--- config.mk ---
export PLATFORM = sky130hd
export DESIGN_NAME = eda_chain
export DESIGN_NICKNAME = d
export VERILOG_FILES = /design/src/rtl/core/eda_pkg.sv /design/src/rtl/core/eda_cell.sv /design/src/rtl/core/eda_chain.sv
export SDC_FILE = /design/constraint.sdc
export NUM_CORES = 2
export LEC_CHECK = 0
export CAP_MARGIN = 20
export CORE_ASPECT_RATIO = 1.5
export CORE_MARGIN = 1
export CORE_UTILIZATION = 49
export DETAILED_ROUTE_END_ITERATION = 10
export DONT_BUFFER_PORTS = 1
export SETUP_SLACK_MARGIN = 0.2
export SKIP_CTS_REPAIR_TIMING = 1
export SLEW_MARGIN = 40
export SYNTH_ARGS = -nofsm -noshare
export SYNTH_HDL_FRONTEND = slang
export SYNTH_HIERARCHICAL = 1
export SYNTH_SLANG_ARGS = --single-unit
--- constraint.sdc ---
create_clock -name clk -period 11.35 [get_ports clk]
set_input_delay 2.27 -clock clk [delete_from_list [all_inputs] [get_ports clk]]
set_output_delay 2.27 -clock clk [all_outputs]
set_load 0.01 [all_outputs]
--- src/rtl/core/eda_pkg.sv ---
// Shared types and constants of the extent disk allocator.
package eda_pkg;

	localparam int MAX_EXTENTS_DEF = 64;
	localparam int RESULT_LIMIT    = 64;
	localparam logic [15:0] CAP_RESET = 16'd1024;

	localparam logic [1:0] REQ_WRITE   = 2'd0;
	localparam logic [1:0] REQ_DELETE  = 2'd1;
	localparam logic [1:0] REQ_SHOW    = 2'd2;
	localparam logic [1:0] REQ_COMPACT = 2'd3;

	localparam logic [1:0] ST_OK        = 2'd0;
	localparam logic [1:0] ST_DISK_FULL = 2'd1;
	localparam logic [1:0] ST_NOT_FOUND = 2'd2;
	localparam logic [1:0] ST_TBL_FULL  = 2'd3;

	typedef struct packed {
		logic [1:0]  req_type;
		logic [7:0]  file_id;
		logic [15:0] req_size;
	} req_t;

	typedef struct packed {
		logic [1:0]  status;
		logic [15:0] offset;
		logic        last;
	} rsp_t;

	typedef struct packed {
		logic [7:0]  owner;
		logic [15:0] len;
	} entry_t;

	typedef struct packed {
		logic   init;
		logic   pop;
		logic   push;
		entry_t d;
	} chain_ctl_t;

	typedef enum logic [2:0] {
		S_IDLE,
		S_SCAN,
		S_DECIDE,
		S_REWRITE,
		S_FLUSH,
		S_TAIL,
		S_RESULT
	} state_t;

endpackage

--- src/rtl/core/eda_cell.sv ---
// One extent cell of the table chain.
module eda_cell #(
	parameter int IDX = 0,
	parameter int QW  = 7
) (
	input  logic               clk,
	input  logic               arst_n,
	input  eda_pkg::chain_ctl_t ctl,
	input  logic [QW-1:0]      q,
	input  eda_pkg::entry_t    nxt,
	output eda_pkg::entry_t    ent
);
	import eda_pkg::*;

	localparam logic [QW-1:0] POS   = QW'(IDX);
	localparam logic [QW-1:0] POS_1 = QW'(IDX + 1);

	entry_t ent_q;

	always_ff @(posedge clk or negedge arst_n) begin
		if (!arst_n) begin
			ent_q <= '{owner: 8'd0, len: CAP_RESET};
		end else if (ctl.init) begin
			if (IDX == 0) begin
				ent_q <= ctl.d;
			end
		end else if (ctl.pop) begin
			// shift toward the head; the pushed beat lands behind the last entry
			if (POS_1 < q) begin
				ent_q <= nxt;
			end else if (ctl.push && POS_1 == q) begin
				ent_q <= ctl.d;
			end
		end else if (ctl.push && POS == q) begin
			ent_q <= ctl.d;
		end
	end

	assign ent = ent_q;
endmodule

--- src/rtl/core/eda_chain.sv ---
// Row of extent cells operated as a shifting queue, with its fill count.
module eda_chain #(
	parameter int MAX_EXTENTS = eda_pkg::MAX_EXTENTS_DEF,
	parameter int QW          = $clog2(MAX_EXTENTS + 1)
) (
	input  logic                clk,
	input  logic                arst_n,
	input  eda_pkg::chain_ctl_t ctl,
	output logic [QW-1:0]       q,
	output eda_pkg::entry_t     head
);
	import eda_pkg::*;

	entry_t        ent [MAX_EXTENTS];
	logic [QW-1:0] q_q;

	for (genvar g = 0; g < MAX_EXTENTS; g++) begin : g_cell
		entry_t nxt;
		if (g == MAX_EXTENTS - 1) begin : g_end
			assign nxt = '0;
		end else begin : g_mid
			assign nxt = ent[g+1];
		end
		eda_cell #(.IDX(g), .QW(QW)) u_cell (
			.clk   (clk),
			.arst_n(arst_n),
			.ctl   (ctl),
			.q     (q_q),
			.nxt   (nxt),
			.ent   (ent[g])
		);
	end

	always_ff @(posedge clk or negedge arst_n) begin
		if (!arst_n) begin
			q_q <= QW'(1);
		end else if (ctl.init) begin
			q_q <= QW'(1);
		end else if (ctl.push && !ctl.pop) begin
			q_q <= q_q + QW'(1);
		end else if (ctl.pop && !ctl.push) begin
			q_q <= q_q - QW'(1);
		end
	end

	assign q    = q_q;
	assign head = ent[0];
endmodule

### Yosys cells after proc, flatten, opt, wreduce, memory -nomap -nowiden

Cells that the tools add are included.

* bits in registers: 1543
* input bits: 29
* logic and storage cells: 720

* $add $sub $neg: 2
* $lt $le $gt $ge: 64
* equality and inequality tests: 128
* muxes and demuxes: 197
* bitwise logic cells: 1
* reductions and logical operators: 199

Operators with widths (number)
* 24-bit two-way mux: 194
* 6-bit by 7-bit equality test with 1-bit output (first input constant): 32
* 6-bit by 7-bit < comparator with 1-bit output (first input constant): 32
* 3-bit by 1-bit inequality test with 1-bit output (second input constant): 63
* 3-bit AND reduction: 63
* 2-bit nonzero test: 63
* 5-bit by 7-bit equality test with 1-bit output (first input constant): 16
* 5-bit by 7-bit < comparator with 1-bit output (first input constant): 16
* 1-bit logical AND: 67
* 4-bit by 7-bit equality test with 1-bit output (first input constant): 8
* 4-bit by 7-bit < comparator with 1-bit output (first input constant): 8
* 3-bit by 7-bit equality test with 1-bit output (first input constant): 4
* 3-bit by 7-bit < comparator with 1-bit output (first input constant): 4
* 7-bit two-way mux: 3
* 2-bit by 7-bit equality test with 1-bit output (first input constant): 2
* 2-bit by 7-bit < comparator with 1-bit output (first input constant): 2
* 7-bit by 1-bit adder with 7-bit output (second input constant): 1
* 1-bit by 7-bit equality test with 1-bit output (first input constant): 1
* 7-bit equality test (first input constant): 1
* 7-bit zero test: 1
* 1-bit by 7-bit < comparator with 1-bit output (first input constant): 1
* 7-bit < comparator (first input constant): 1
* 7-bit by 1-bit subtractor with 7-bit output (second input constant): 1
* 3-bit nonzero test: 2
* other kinds (4): 5

### Logic depth before layout (Yosys ltp)

* depth in word-level cells: 6
* depth in mapped cells: 8

### Worst setup path after synthesis

Ideal clock, no wire load.

* kind: flip-flop to output port
* start point: register q_q[6], in the netlist q[6]
* end point: output q[6]
* arrival time: 3.423 ns
* setup slack: 5.657 ns
* cell stages (with the launch flop): 1
* cells stage by stage: dfrtp_1

RTL lines
* from (decl): RTL line eda_chain.sv:15 `logic [QW-1:0] q_q;`
* from (signal assigned): RTL line eda_chain.sv:40 `q_q <= q_q + QW'(1);`
* from (signal assigned): RTL line eda_chain.sv:42 `q_q <= q_q - QW'(1);`
* to (decl): RTL line eda_chain.sv:9 `output logic [QW-1:0] q,`

No word-level cell between the ends.

### Worst setup path after layout

* start point: register q_q[2], in the netlist q[2]
* end point: output q[2]

No word-level cell between the ends.

==> run metrics <==
status=complete, no violations; WP data arrival=approximately 2400 ps; CP Buf/Inv Count=1; CTS Buf Count=158; Clock Latency Late Sink=~800 ps; GPL Wtd Cong=a little under 0.8; crit share post-route=about 41%; worst-path fanout max=57; delay-heaviest family, CP=flip-flops; hold_sp=g_cell[8].u_cell/ent[10]$_DFFE_PN1P_; root buffer cell=clkbuf_16; RR Startpoint=q[0]$_DFFE_PN1P_; DR WL/cell=approximately 23 um; die area=roughly 180000 um^2; Critical Path Start=q[2]$_DFFE_PN0P_; router iterations before antenna repair=5; antenna violations before repair=4; first-pass GRT wire length=311000 um; Post-synth EDFFs=0; DR iter-0 viols=2345; Syn Inst Count=roughly 6.1k; Starting Density=49.4%; # clock sinks=roughly 1.5k; Post-synth ARST share=100%; Clock transition at path regs=60 ps; YS warnings=6; worst-margin pin slew=about 1000 ps; Die H=between 500 and 600 um; worst path required time=~9100 ps; Max Buffers Root-to-Sink=3; antenna viol nets, final=0; Power Density=roughly 240 nW/um^2; residual DRC count=0; worst hold path class=reg -> reg; Placed Instances=just over 8k; Final Setup Violations=0; routed wire length=roughly 190000 um; Max Cap Violations=0; largest net degree at the start of global routing=about 300; worst rel slew slack=32.4%; clk_skew=34.0 ps; maximum clock rate=around 0.22 GHz; Slew Viols, Final=0; IO Pins=60; Area growth syn-to-layout=7.44%; Buffers on Ports=0; ranking of synthesized cells by area=dfrtp_1 43%, mux2_2 18%, mux2_4 14%, dfstp_2 2.0%, buf_6 2.0%; die width=approximately 340 um; via count=49.2k; Yosys cell types=between 150 and 200; Final Critical Period=about 4600 ps; Pwr Total=about 22000 uW; vias in the first global route=between 50k and 60k; worst-case vdd ir drop=174 uV; post-synth top area cell=dfrtp_1; Core Region=between 150000 and 200000 um^2; Total GRT Usage=21.8%; mapped cell area=~86000 um^2; startpoint types=register; dpl hpwl=111000 um; # rows=187; DP Area=~87000 um^2; vias per cell=5.83; mean post-synth cell area=around 14 um^2; Final Hold Vio Count=0; register area share after synthesis=approximately 45%; final instance area=about 90000 um^2; H-tree Lvls=4; Non-Filler Instances=around 8.4k; RSZ-0062 raised after global routing=no; #FFs+latches synth=around 1.5k; CTS tree=built; CP Class=reg -> out; Nets=a little over 6k; Congestion Overflow GR=0; Crit. End Element=output pin; setup TNS=0 ps; crit-path cells=buf_4; top cell type's share of synthesized area=between 40 and 50%; Slowest cell on crit path=dfrtp_4; Crit path largest cell delay=800 ps; ys flop type=dfrtp_1; share of post-route cells with drive strength above 1=between 40% and 50%; Leakage=slightly below 0.04 uW
sequential cells by signal, summed over array words and instances (netlist names):
register / flops
g_cell.u_cell/ent: 1536
q: 7
cell usage after synthesis (37+ instances only):
cell       instances
dfstp_2           65
nand2b_1          44
mux2_1            98
dfrtp_1         1478
o21a_1            58
mux2_4           816
buf_12            42
nor2_1            89
o221a_1           65
o22ai_1          170
o21ai_0           37
nand3_1           53
a21oi_1           78
a21oi_2           57
a2111oi_0         48
o22a_1           109
mux2_2          1393
buf_6            149
clkbuf_1          86
a211oi_2          44
buf_2             71
inv_1             95
nand2_1          227
a2bb2oi_2         40
power by group:
part | internal, uW | switching [uW]
Clock | 3120 | 2290
Sequential | 8250 | 1630
Combinational | 4390 | 2400
Total | 15800 | 6330
worst reg2reg max path: cells and delay by family (launching register included):
family,cells,cell delay [ps]
flops,1,1180
buf+inv,2,950
compound gates,2,830
simple gates,1,550
mux,1,350
cell usage in the layout, fill, tap and decap left out, drive strengths merged, types with 94 or more instances in the layout:
cell type     n
dfrtp      1478
buf         139
nor2         94
inv         103
o22ai       172
o22a        120
a21oi       147
nand2       230
mux2       2307
clkbuf      252
through the flow:
step / hold slack [ps] / setup slack [ps] / utilization (%)
floorplan: 447 / 5660 / -
global placement: 458 / 6630 / 49.5
detailed placement: 464 / 6780 / 49.8
CTS: 475 / 6350 / 53.0
global route: 491 / 6580 / 53.1
finish: 473 / 6710 / 53.1
per-layer routing:
metal / GRT usage [%] / wire (um)
met2: 37.0 / 94300
met4: 7.87 / 6230
met5: 0 / 0
met3: 2.64 / 5190
met1: 28.6 / 85000
final timing paths:
check / to / slack [ps] / cells after the start
min: g_cell[8].u_cell/ent[10]$_DFFE_PN1P_ / 470 / 2
max: q[2] / 6710 / 1
min in group asynchronous: g_cell[52].u_cell/ent[11]$_DFFE_PN0P_ / 1420 / 1
max in group asynchronous: g_cell[22].u_cell/ent[10]$_DFFE_PN1P_ / 7570 / 5
max reg2reg: g_cell[5].u_cell/ent[17]$_DFFE_PN0P_ / 7400 / 6
min reg2reg: g_cell[8].u_cell/ent[10]$_DFFE_PN1P_ / 470 / 2
logic make-up (layout without fill, tap and decap cells):
logic type / after synthesis / count (layout) / synth area share, %
other: 1 / 28 / 0.00437
and+or+nand+nor: 700 / 700 / 5.07
xor gates and xnor gates: 8 / 8 / 0.0816
adders and majority gates: 7 / 7 / 0.111
muxes: 2331 / 2331 / 34.1
AOI/OAI and AO/OA: 1022 / 1022 / 10.8
DFF: 1543 / 1543 / 45.1
buffers and inverters: 494 / 533 / 4.77
area by class of cell:
class                           instances  area (um^2)
Timing Repair Buffer                  140         1510
Inverter                               96          360
Clock buffer                          251         4810
Antenna cell                            4         10.0
Tap cell                             2268         2840
Clock inverter                         46          642
Fill cell                           14400        81400
Multi-Input combinational cell       4092        43300
Sequential cell                      1543        38700
No activity file was read; power rests on OpenSTA's default activity.
