<file path="config.mk">
export PLATFORM = sky130hd
export DESIGN_NAME = eda_seq
export DESIGN_NICKNAME = d
export VERILOG_FILES = /design/src/rtl/core/eda_pkg.sv /design/src/rtl/core/eda_seq.sv
export SDC_FILE = /design/constraint.sdc
export NUM_CORES = 1
export LEC_CHECK = 0
export ABC_AREA = 1
export BUFFER_PORTS_ARGS = -buffer_cell sky130_fd_sc_hd__buf_2
export CORE_MARGIN = 1
export CORE_UTILIZATION = 55
export CTS_CLUSTER_DIAMETER = 200
export CTS_CLUSTER_SIZE = 14
export DETAILED_ROUTE_END_ITERATION = 10
export PLACE_DENSITY_LB_ADDON = 0.3
export SYNTH_ARGS = -nofsm -noshare
export SYNTH_HDL_FRONTEND = slang
export SYNTH_SLANG_ARGS = --single-unit
</file>
<file path="constraint.sdc">
create_clock -name clk -period 4.2 [get_ports clk]
set_clock_uncertainty 0.2 [all_clocks]
set_input_delay 1.26 -clock clk [delete_from_list [all_inputs] [get_ports clk]]
set_output_delay 1.26 -clock clk [all_outputs]
set_load 0.01 [all_outputs]
</file>
<file path="src/rtl/core/eda_pkg.sv">
// Shared types and constants of the extent disk allocator.
package eda_pkg;

	localparam int MAX_EXTENTS_DEF = 64;
	localparam int RESULT_LIMIT    = 64;
	localparam logic [15:0] CAP_RESET = 16'd1024;

	localparam logic [1:0] REQ_WRITE   = 2'd0;
	localparam logic [1:0] REQ_DELETE  = 2'd1;
	localparam logic [1:0] REQ_SHOW    = 2'd2;
	localparam logic [1:0] REQ_COMPACT = 2'd3;

	localparam logic [1:0] ST_OK        = 2'd0;
	localparam logic [1:0] ST_DISK_FULL = 2'd1;
	localparam logic [1:0] ST_NOT_FOUND = 2'd2;
	localparam logic [1:0] ST_TBL_FULL  = 2'd3;

	typedef struct packed {
		logic [1:0]  req_type;
		logic [7:0]  file_id;
		logic [15:0] req_size;
	} req_t;

	typedef struct packed {
		logic [1:0]  status;
		logic [15:0] offset;
		logic        last;
	} rsp_t;

	typedef struct packed {
		logic [7:0]  owner;
		logic [15:0] len;
	} entry_t;

	typedef struct packed {
		logic   init;
		logic   pop;
		logic   push;
		entry_t d;
	} chain_ctl_t;

	typedef enum logic [2:0] {
		S_IDLE,
		S_SCAN,
		S_DECIDE,
		S_REWRITE,
		S_FLUSH,
		S_TAIL,
		S_RESULT
	} state_t;

endpackage

</file>
<file path="src/rtl/core/eda_seq.sv">
// Request sequencer: walks the extent queue and rewrites it pass by pass.
module eda_seq #(
	parameter int MAX_EXTENTS = eda_pkg::MAX_EXTENTS_DEF,
	parameter int QW          = $clog2(MAX_EXTENTS + 1)
) (
	input  logic                 clk,
	input  logic                 arst_n,
	input  logic                 start,
	output logic                 busy,
	input  eda_pkg::req_t        req,
	input  logic                 cfg_we,
	input  logic [15:0]          cfg_data,
	input  eda_pkg::entry_t      head,
	input  logic [QW-1:0]        q,
	output eda_pkg::chain_ctl_t  ctl,
	output logic                 rsp_valid,
	output eda_pkg::rsp_t        rsp
);
	import eda_pkg::*;

	state_t        state_q, state_d;
	logic [1:0]    op_q;
	logic [7:0]    id_q;
	logic [15:0]   size_q;
	logic [15:0]   cap_q;
	logic [1:0]    st_q;
	logic [QW-1:0] cnt0_q, i_q, fidx_q, nout_q;
	logic          fit_q, sdone_q, nsplit_q, found_q;
	logic [16:0]   fsum_q, srem_q, used_q;
	logic [15:0]   pos_q, pend_off_q, rem_q;
	logic [6:0]    hits_q;
	logic          pend_v_q, split2_q, hold_v_q;
	entry_t        hold_q;

	logic          last_el, full, h_free, hit;
	logic          wr_split, wr_take;
	logic [15:0]   amt, tail_len;
	entry_t        dm;
	logic          d_merge, c_merge;
	logic [17:0]   fsum_add, used_add;

	assign last_el  = (i_q == cnt0_q - QW'(1));
	assign full     = (q == QW'(MAX_EXTENTS));
	assign h_free   = (head.owner == 8'd0);
	assign hit      = (head.owner == id_q) && (hits_q < 7'(RESULT_LIMIT));
	assign wr_split = fit_q ? (i_q == fidx_q) : (h_free && rem_q != 16'd0 && head.len > rem_q);
	assign wr_take  = !fit_q && h_free && rem_q != 16'd0 && head.len <= rem_q;
	assign amt      = fit_q ? size_q : rem_q;
	assign dm       = (head.owner == id_q) ? '{owner: 8'd0, len: head.len} : head;
	assign d_merge  = hold_v_q && hold_q.owner == 8'd0 && dm.owner == 8'd0;
	assign c_merge  = hold_v_q && hold_q.owner == head.owner;
	assign fsum_add = {1'b0, fsum_q} + 18'(head.len);
	assign used_add = {1'b0, used_q} + 18'(head.len);
	assign tail_len = (used_q < {1'b0, cap_q}) ? cap_q - used_q[15:0] : 16'd0;

	// next state
	always_comb begin
		state_d = state_q;
		unique case (state_q)
			S_IDLE: begin
				if (start) begin
					if (req.req_type == REQ_COMPACT) begin
						state_d = S_REWRITE;
					end else if (req.file_id == 8'd0) begin
						state_d = S_RESULT;
					end else if (req.req_type == REQ_WRITE && req.req_size == 16'd0) begin
						state_d = S_RESULT;
					end else begin
						state_d = S_SCAN;
					end
				end
			end
			S_SCAN: begin
				if (last_el) state_d = S_DECIDE;
			end
			S_DECIDE: begin
				state_d = S_RESULT;
				if (op_q == REQ_WRITE) begin
					if (fit_q) begin
						if (!full) state_d = S_REWRITE;
					end else if (fsum_q >= {1'b0, size_q} && !(nsplit_q && full)) begin
						state_d = S_REWRITE;
					end
				end else if (op_q == REQ_DELETE && found_q) begin
					state_d = S_REWRITE;
				end
			end
			S_REWRITE: begin
				if (ctl.pop && last_el) begin
					state_d = (op_q == REQ_WRITE) ? S_RESULT : S_FLUSH;
				end
			end
			S_FLUSH:  state_d = (op_q == REQ_COMPACT) ? S_TAIL : S_RESULT;
			S_TAIL:   state_d = S_RESULT;
			S_RESULT: state_d = S_IDLE;
			default:  state_d = S_IDLE;
		endcase
	end

	// outputs
	always_comb begin
		busy      = (state_q != S_IDLE);
		ctl       = '0;
		rsp_valid = 1'b0;
		rsp       = '{status: st_q, offset: 16'd0, last: 1'b1};
		unique case (state_q)
			S_IDLE: begin
				if (cfg_we) begin
					ctl.init = 1'b1;
					ctl.d    = '{owner: 8'd0, len: cfg_data};
				end
			end
			S_SCAN: begin
				// rotate the table through the head
				ctl.pop  = 1'b1;
				ctl.push = 1'b1;
				ctl.d    = head;
				if (op_q == REQ_SHOW && hit && pend_v_q) begin
					rsp_valid = 1'b1;
					rsp       = '{status: ST_OK, offset: pend_off_q, last: 1'b0};
				end
			end
			S_REWRITE: begin
				case (op_q)
					REQ_WRITE: begin
						if (wr_split && !split2_q) begin
							ctl.push = 1'b1;
							ctl.d    = '{owner: id_q, len: amt};
						end else if (wr_split) begin
							ctl.pop  = 1'b1;
							ctl.push = 1'b1;
							ctl.d    = '{owner: 8'd0, len: head.len - amt};
						end else if (wr_take) begin
							ctl.pop  = 1'b1;
							ctl.push = 1'b1;
							ctl.d    = '{owner: id_q, len: head.len};
						end else begin
							ctl.pop  = 1'b1;
							ctl.push = 1'b1;
							ctl.d    = head;
						end
					end
					REQ_DELETE: begin
						ctl.pop  = 1'b1;
						ctl.push = hold_v_q && !d_merge;
						ctl.d    = hold_q;
					end
					default: begin
						ctl.pop  = 1'b1;
						ctl.push = !h_free && hold_v_q && !c_merge;
						ctl.d    = hold_q;
					end
				endcase
			end
			S_FLUSH: begin
				ctl.push = hold_v_q;
				ctl.d    = hold_q;
			end
			S_TAIL: begin
				ctl.push = (tail_len != 16'd0 || nout_q == '0) && !full;
				ctl.d    = '{owner: 8'd0, len: tail_len};
			end
			S_RESULT: begin
				rsp_valid = 1'b1;
				if (op_q == REQ_SHOW) begin
					rsp.status = pend_v_q ? ST_OK : ST_NOT_FOUND;
					rsp.offset = pend_v_q ? pend_off_q : 16'd0;
				end
			end
			default: ;
		endcase
	end

	always_ff @(posedge clk or negedge arst_n) begin
		if (!arst_n) begin
			state_q <= S_IDLE;
			cap_q   <= CAP_RESET;
		end else begin
			state_q <= state_d;
			if (state_q == S_IDLE && cfg_we) cap_q <= cfg_data;
		end
	end

	// datapath
	always_ff @(posedge clk) begin
		case (state_q)
			S_IDLE: begin
				if (start) begin
					op_q     <= req.req_type;
					id_q     <= req.file_id;
					size_q   <= req.req_size;
					st_q     <= (req.file_id == 8'd0 && req.req_type != REQ_COMPACT)
					            ? ST_NOT_FOUND : ST_OK;
					cnt0_q   <= q;
					i_q      <= '0;
					fit_q    <= 1'b0;
					fidx_q   <= '0;
					fsum_q   <= '0;
					srem_q   <= {1'b0, req.req_size};
					sdone_q  <= 1'b0;
					nsplit_q <= 1'b0;
					found_q  <= 1'b0;
					pos_q    <= '0;
					hits_q   <= '0;
					pend_v_q <= 1'b0;
					hold_v_q <= 1'b0;
					used_q   <= '0;
					nout_q   <= '0;
					split2_q <= 1'b0;
				end
			end
			S_SCAN: begin
				i_q   <= i_q + QW'(1);
				pos_q <= pos_q + head.len;
				case (op_q)
					REQ_WRITE: begin
						if (h_free && !fit_q) begin
							if (head.len > size_q) begin
								fit_q  <= 1'b1;
								fidx_q <= i_q;
							end else begin
								fsum_q <= fsum_add[17:16] != 2'd0 ? 17'h10000 : fsum_add[16:0];
							end
						end
						if (h_free && !sdone_q) begin
							if ({1'b0, head.len} < srem_q) begin
								srem_q <= srem_q - {1'b0, head.len};
							end else begin
								sdone_q  <= 1'b1;
								nsplit_q <= {1'b0, head.len} > srem_q;
							end
						end
					end
					REQ_DELETE: begin
						if (head.owner == id_q) found_q <= 1'b1;
					end
					default: begin
						if (hit) begin
							pend_v_q   <= 1'b1;
							pend_off_q <= pos_q;
							hits_q     <= hits_q + 7'd1;
						end
					end
				endcase
			end
			S_DECIDE: begin
				i_q   <= '0;
				rem_q <= size_q;
				if (op_q == REQ_WRITE) begin
					if (fit_q) begin
						if (full) st_q <= ST_TBL_FULL;
					end else if (fsum_q < {1'b0, size_q}) begin
						st_q <= ST_DISK_FULL;
					end else if (nsplit_q && full) begin
						st_q <= ST_TBL_FULL;
					end
				end else if (op_q == REQ_DELETE && !found_q) begin
					st_q <= ST_NOT_FOUND;
				end
			end
			S_REWRITE: begin
				if (ctl.pop) i_q <= i_q + QW'(1);
				case (op_q)
					REQ_WRITE: begin
						if (wr_split && !split2_q) begin
							split2_q <= 1'b1;
						end else if (wr_split) begin
							split2_q <= 1'b0;
							rem_q    <= 16'd0;
						end else if (wr_take) begin
							rem_q <= rem_q - head.len;
						end
					end
					REQ_DELETE: begin
						// merge runs of free extents into the held beat
						if (d_merge) begin
							hold_q.len <= hold_q.len + dm.len;
						end else begin
							hold_q   <= dm;
							hold_v_q <= 1'b1;
						end
					end
					default: begin
						if (!h_free) begin
							used_q <= used_add[17:16] != 2'd0 ? 17'h10000 : used_add[16:0];
							if (c_merge) begin
								hold_q.len <= hold_q.len + head.len;
							end else begin
								hold_q   <= head;
								hold_v_q <= 1'b1;
								if (hold_v_q) nout_q <= nout_q + QW'(1);
							end
						end
					end
				endcase
			end
			S_FLUSH: begin
				if (hold_v_q) nout_q <= nout_q + QW'(1);
			end
			default: ;
		endcase
	end
endmodule

</file>
==> Yosys cells after proc, flatten, opt, wreduce, memory -nomap -nowiden <==
Index checks and enable logic that the tools add are counted.
{ "word_totals": {"inputBits": 77, "regBits": 212} }
{ "classes": {"addsub": 13, "n_bitwise": 2, "muxes": 117, "magnitude_cmp": 9, "n_reduce_logical": 75, "eq_ne": 48} }
{ "op_table": {"columns": ["cell", "n"], "rows": [
  ["$mux W17", 12],
  ["$mux W16", 11],
  ["$pmux W24 S5", 1],
  ["$pmux W17 S2", 3],
  ["$mux W7", 11],
  ["$mux W24", 3],
  ["$pmux W16 S2", 2],
  ["$pmux W26 S2", 1],
  ["$add A16 B16 Y16", 3],
  ["$pmux W24 S2", 1],
  ["$sub A16 B16 Y16", 3],
  ["$ne A2 B2 Y1 const B", 23],
  ["$add A17 B16 Y18", 2],
  ["$pmux W18 S2", 1],
  ["$reduce_and A5 Y1", 7],
  ["$lt A17 B16 Y1", 2],
  ["$mux W3", 11],
  ["$gt A16 B16 Y1", 2],
  ["$logic_not A8 Y1", 4],
  ["$reduce_bool A16 Y1", 2],
  ["$pmux W7 S2", 2],
  ["$pmux W7 S4", 1],
  ["$mux W1", 26],
  ["$mux W26", 1],
  ["46 further kinds", 129]
]} }

==> Depth between registers and ports, before layout <==
Gate-level depths: netlist of run 1.
{ "logic_depth": {"word_depth": 12, "mapped_depth": 20, "depth_no_buf": 19} }

==> Worst setup path after synthesis of run 1 <==
No wires, ideal clock.
{ "synth_timing": {"path_type": "input to output", "start": "input head[15] in the netlist's numbering", "end": "output ctl[16] in the netlist's numbering", "required_time_ns": 2.740, "setup_slack_ns": -0.371, "n_path_buf": 1, "stages": 16, "arrival_ns": 3.111, "path_cell_list": "clkbuf_1 inv_1 ha_1 nand2_1 nor2_1 and3_1 nand2_2 nand3_2 nand2_4 inv_4 nand2_4 nor2_4 nand2_2 nand2_4 nand2_1 nand2_1"} }
{ "synth_lines": {"columns": ["item", "line_no", "rtl"], "rows": [
  ["start, declared", "eda_seq.sv:13", "input eda_pkg::entry_t head,"],
  ["end, declared", "eda_seq.sv:15", "output eda_pkg::chain_ctl_t ctl,"]
]} }

==> flow_summary.toml, run 1 <==
[placement]
place_congestion = 1.12
pre_cts_ws_ns = -0.717
dp_hpwl_um = 51000
portBuffers = 124

[hold_path]
hold_path_class = "register to register"
whs_path_depth = 0

[grt]
overflow = 0
grt_max_degree = 46
grt_pass1_wl_um = 98800
grt_antenna_before_repair = 4
grt_pass1_vias = 18100
track_usage_pct = 38.9

[setup_path]
crit_fanout = 8
path_class = "input port to output port"
crit_family = "simple AND/OR/NAND/NOR gates"
cp-end-kind = "output port"
max_stage_delay_ns = 0.24
ff2ff_path_depth = 28
critical_path_arrival_ns = 3.26
cp_num_cells = 14
slowest_stage = "ha_4"
path_cells = "buf_2 > inv_1 > ha_4 > a21oi_1 > o21ai_2 > a21oi_2 > nand3_4 > nand2_8 > inv_8 > nor2_8 > nand2_1 > nand3b_1 > nand3_2 > buf_6"
critPathRequiredTime_ns = 2.74
crit_buf_inv = 4
start_kind = "input port"

[drt]
wl_um = 66700
viasPerCell = 5.85
first_iter_violations = 1719
drtAntennaViolNets = 0
wl_per_cell_um = 20.7
via_count = 18900
first_pass_iters = 8
route.detailed.drc = 0

[floorplanning]
fp.coreArea_um2 = 31900
die_x_um = 183
io-pin-count = 125
start_util_pct = 56.5
die-area_um2 = 33500
die_y_um = 183
rows = 65

[cts]
ctsHoldBuffers = 0
path_clk_slew_ns = 0.07
cts_tree = "done"
clock_sinks = 212
cts_buffers = 19
clockRootBuffer = "clkbuf_16"
htree_num_levels = 1
clockBufferDepth = 3
clk_latency_ns = 0.54

[cells_and_area]
diodes = 0
fillers = 2531
layout_commonest_cell = "nand2_1"
drive_above_1_share_pct = 25.2
nNetsFinal = 3041
area_delta_synth_final_pct = 29.2
fin_util_pct = 73.0
final_cell_mix = "nand2_1 (500), inv_1 (300), buf_4 (276)"

[synth]
async_flop_share_pct = 8.96
netlist_area_um2 = 18000
syn_inst = 2368
synth_seq_cells = 212
avgSynthCellArea_um2 = 7.61
synth-edff-count = 193
synth_cell_types = 58
ys.warnings.count = 0
synth_nets = 2630
yosys_most_used_dff = "edfxtp_1"
yosysSeqAreaShare_pct = 34.8

[timing]
setup_viol = 43
rsz0062_at_grt = "yes"
final.setup.worst_slack_ns = -0.520
hold_viol_final = 0
relSlewSlack_pct = 54.5
tns_ns = -15.52
tightest_slew_ns = 0.682
max_freq_mhz = 212
period_share_pct = 112
holdWs_ns = 0.264
finalMaxSlewViolations = 0
period_minus_slack_ns = 4.72

[run_status]
status = "finished, violations left"
failed_checks = "setup timing"

[power]
power_density_nw_per_um2 = 765
ir_drop_v = 0.000465
leakagePower_nw = 11.0

[flow_run]
max_cap_violations = 0
==> final timing paths <==
| kind | start | to | slack, ns |
|---|---|---|---|
| max in group asynchronous | arst_n | cap_q[10] | 2.90 |
| worst max register to register | rem_q[0] | state_q[0] | 0.41 |
| worst min register to register | pos_q[13] | pend_off_q[13] | 0.26 |
| worst min-delay path | pos_q[13] | pend_off_q[13] | 0.26 |
| min in group asynchronous | arst_n | cap_q[1] | 0.50 |
| worst max-delay path | head[11] | ctl[11] | -0.52 |
==> registers in the layout, indices dropped and copies added, names as in the netlist, 2 cells and up <==
signal,cells
cap_q,16
cnt0_q,7
fidx_q,7
fsum_q,17
hits_q,7
hold_q,24
i_q,7
id_q,8
nout_q,7
op_q,2
pend_off_q,16
pos_q,16
rem_q,16
size_q,16
srem_q,17
st_q,2
state_q,3
used_q,17
==> per-layer routing <==
metal | track usage, % | up-vias | part of all wire [%]
li1 | - | 8828 | -
met4 | 21.4 | 6 | 6.6
met2 | 63.8 | 1007 | 45
met5 | 0 | - | 0.055
met1 | 48.7 | 8775 | 38
met3 | 6.79 | 270 | 9.7
==> Yosys cell counts (4+ instances only) <==
cell      instances  area share, %
nor2_1          199            4.1
xor2_1           52            2.5
nor3_1           32           0.89
xnor2_1          41            2.0
nand2_2           5           0.17
o21ai_2           5           0.24
dfrtp_1          18            2.5
o21ai_0         166            4.6
a31oi_1          12           0.42
o211ai_1          6           0.25
clkbuf_1         15           0.31
and2_1            5           0.17
buf_6             4           0.25
a21boi_0          7           0.29
buf_2            17           0.47
inv_2            10           0.21
nor4_1           11           0.38
o31ai_1           9           0.37
nor2_4            6           0.37
a211oi_1         11           0.46
o21bai_1         13           0.54
edfxtp_1        193             32
o21a_1            7           0.29
o22ai_1          26           0.90
or2_2             9           0.31
o21ai_1          13           0.36
nand3_2           4           0.22
nand3_1         125            3.5
ha_1            177             12
nand2_1         557             12
inv_1           332            6.9
a21oi_1         193            5.4
a21o_1            8           0.33
fa_1              8           0.89
nand3b_1         13           0.54
nand4_1          27           0.94
==> timing repair <==
item,4_1_cts,5_1_grt
pin swaps,31,56
gates cloned,2,3
resized for setup,101,184
buffers inserted,33,17
endpoints found under the setup margin,46,48
==> logic make-up after synthesis <==
family	synth area share, %
adder cells (fa/ha/maj)	13.2
flip-flops	34.8
buffers and inverters	8.28
AO/OA/AOI/OAI	15.0
XOR/XNOR	4.65
AND/OR/NAND/NOR	24.1
==> power by group <==
part           leakage [nW]  total [mW]  internal [mW]  switching [mW]
registers              2.06        4.02           3.44           0.579
clock network         0.261        1.70          0.859           0.839
logic                  8.72        12.1           4.77            7.32
==> per-stage QoR <==
stage / cell area, um^2 / power [mW] / instances
final: 23300 / 17.8 / 3227
after global routing: 23300 / 19.0 / 3227
after CTS: 22400 / 16.6 / 3215
after floorplan: 18200 / 10.5 / 2368
after global placement: 21200 / 14.4 / 3148
after detailed placement: 21200 / 14.6 / 3148
==> final cells by class <==
| class | instances | area, um^2 | share of cell area [%] |
|---|---|---|---|
| flip-flops and latches | 212 | 6270 | 26.9 |
| repair buffers | 425 | 3280 | 14.1 |
| well taps | 435 | 544 | 2.34 |
| inverters | 344 | 1320 | 5.66 |
| clock inverters | 2 | 25.0 | 0.108 |
| multi-input cells | 1777 | 11300 | 48.6 |
| clock buffers | 32 | 524 | 2.25 |
No activity file was read; power rests on OpenSTA's default activity.
==> run 2, diff against run 1 <==
Settings changed: CORE_ASPECT_RATIO set to 2.
==> run 2 against run 1 <==
  * The flow still finishes with violations (setup timing)
  * Cell area up 1.8%
  * Sequential share of layout area fell by 0.48 points
  * Count of clock-buffer cells in the layout unchanged
  * Critical endpoint is now ctl[14]
==> flow_summary.toml, run 2 (synthesized netlist as in run 1, its figures left out) <==
[timing]
final.setup.worst_slack_ns = -0.749
setup_viol = 45
period_share_pct = 118
finalMaxSlewViolations = 0
max_freq_mhz = 202
period_minus_slack_ns = 4.95
hold_viol_final = 0
tns_ns = -18.38
rsz0062_at_grt = "yes"
tightest_slew_ns = 0.720
relSlewSlack_pct = 51.8

[drt]
first_iter_violations = 1469
viasPerCell = 5.98
wl_um = 69900
wl_per_cell_um = 21.8
first_pass_iters = 6
via_count = 19100
drtAntennaViolNets = 0
route.detailed.drc = 0

[run_status]
status = "finished, violations left"
failed_checks = "setup timing"

[setup_path]
crit_buf_inv = 4
cp-startpoint = "head[0]"
ff2ff_path_depth = 20
critPathRequiredTime_ns = 2.74
slowest_stage = "nand3b_1"
max_stage_delay_ns = 0.45
path_class = "input port to output port"
critical_path_arrival_ns = 3.49
crit_fanout = 7
start_kind = "input port"
crit_family = "simple AND/OR/NAND/NOR gates"
path_cells = "buf_12 > ha_4 > inv_2 > fa_2 > nand3_2 > nand2_2 > nand2_2 > nand3_4 > nand2_4 > nand3_4 > nand2_8 > buf_6 > o21ai_0 > nand3b_1 > nand3_2 > buf_6"
reg2reg_to = "rem_q[3]"
rr_startpoint = "rem_q[0]"
cp-end-kind = "output port"
r2r_slack_ns = 0.90

[cells_and_area]
final_cell_mix = "nand2_1 (478), inv_1 (294), buf_4 (256)"
nNetsFinal = 3018
drive_above_1_share_pct = 27.0
largest_reg_flops = 24
layout_commonest_cell = "nand2_1"
area_delta_synth_final_pct = 31.5
fin_util_pct = 73.5
final_cells = 3199
max_flop_register = "hold_q"

[grt]
track_usage_pct = 41.1
grt_max_degree = 36
grt_pass1_vias = 18900
overflow = 0
grt_antenna_before_repair = 3
grt_pass1_wl_um = 102000

[placement]
dpl.cell_count = 3103
portBuffers = 124
place_congestion = 1.04
dp_hpwl_um = 51800

[cts]
clock_sinks = 212
htree_num_levels = 1
clockBufferDepth = 3
cts_tree = "done"
path_clk_slew_ns = 0.07
clk_latency_ns = 0.52
clockRootBuffer = "clkbuf_16"
ctsHoldBuffers = 0
cts_buffers = 19

[floorplanning]
die_x_um = 130
rows = 93
die_y_um = 258
start_util_pct = 55.9
die-area_um2 = 33500
fp.coreArea_um2 = 32200
io-pin-count = 125

[hold_path]
min_to = "pend_off_q[4]"
whs_path_depth = 0
hp-start = "pos_q[4]"
hold_path_class = "register to register"

[flow_run]
max_cap_violations = 0

[power]
power_density_nw_per_um2 = 777
leakagePower_nw = 11.1
ir_drop_v = 0.000508
-- run 2: what timing repair did --
item | in CTS | in global routing
setup buffers | 27 | 32
cloned | 1 | 2
hold endpoints to repair | 0 | 0
setup endpoints to repair | 46 | 46
pin swaps | 72 | 66
resized for setup | 295 | 128
-- run 2: metal layers --
metal,track usage [%],routed length [um],vias up
met5,0,14,-
met4,36.4,7410,2
met3,8.85,5720,405
met2,70.9,34400,1034
met1,40.9,22400,8915
li1,-,-,8773
-- run 2: cell type report --
cell class,instances,area (um^2)
flip-flops and latches,212,6270
repair buffers,405,3250
diodes,3,7.51
well taps,427,534
multi-input cells,1774,11800
fillers,2425,8530
clock buffers,32,524
inverters,344,1330
clock inverters,2,25.0
-- run 2: worst max-delay path by stage --
stage | endpoint | cells after the start
final | ctl[14] | 16
after global routing | ctl[14] | 16
after CTS | ctl[6] | 18
after detailed placement | ctl[22] | 18
after global placement | ctl[20] | 18
after floorplan | ctl[9] | 15
-- run 2: through the flow --
step / total power [mW] / worst slack (ns) / instance area (um^2) / hold WS (ns)
after CTS: 17.1 / -0.484 / 22900 / 0.265
after global routing: 19.6 / -0.780 / 23700 / 0.281
after global placement: 14.1 / -0.743 / 20900 / 0.242
after floorplan: 10.5 / -0.199 / 18200 / 0.231
after detailed placement: 14.3 / -0.776 / 20900 / 0.247
final: 18.4 / -0.749 / 23700 / 0.265
-- run 2: power breakdown --
part / internal, mW / switching, mW
Sequential: 3.44 / 0.648
Combinational: 4.97 / 7.65
Clock: 0.862 / 0.841
Total: 9.28 / 9.14
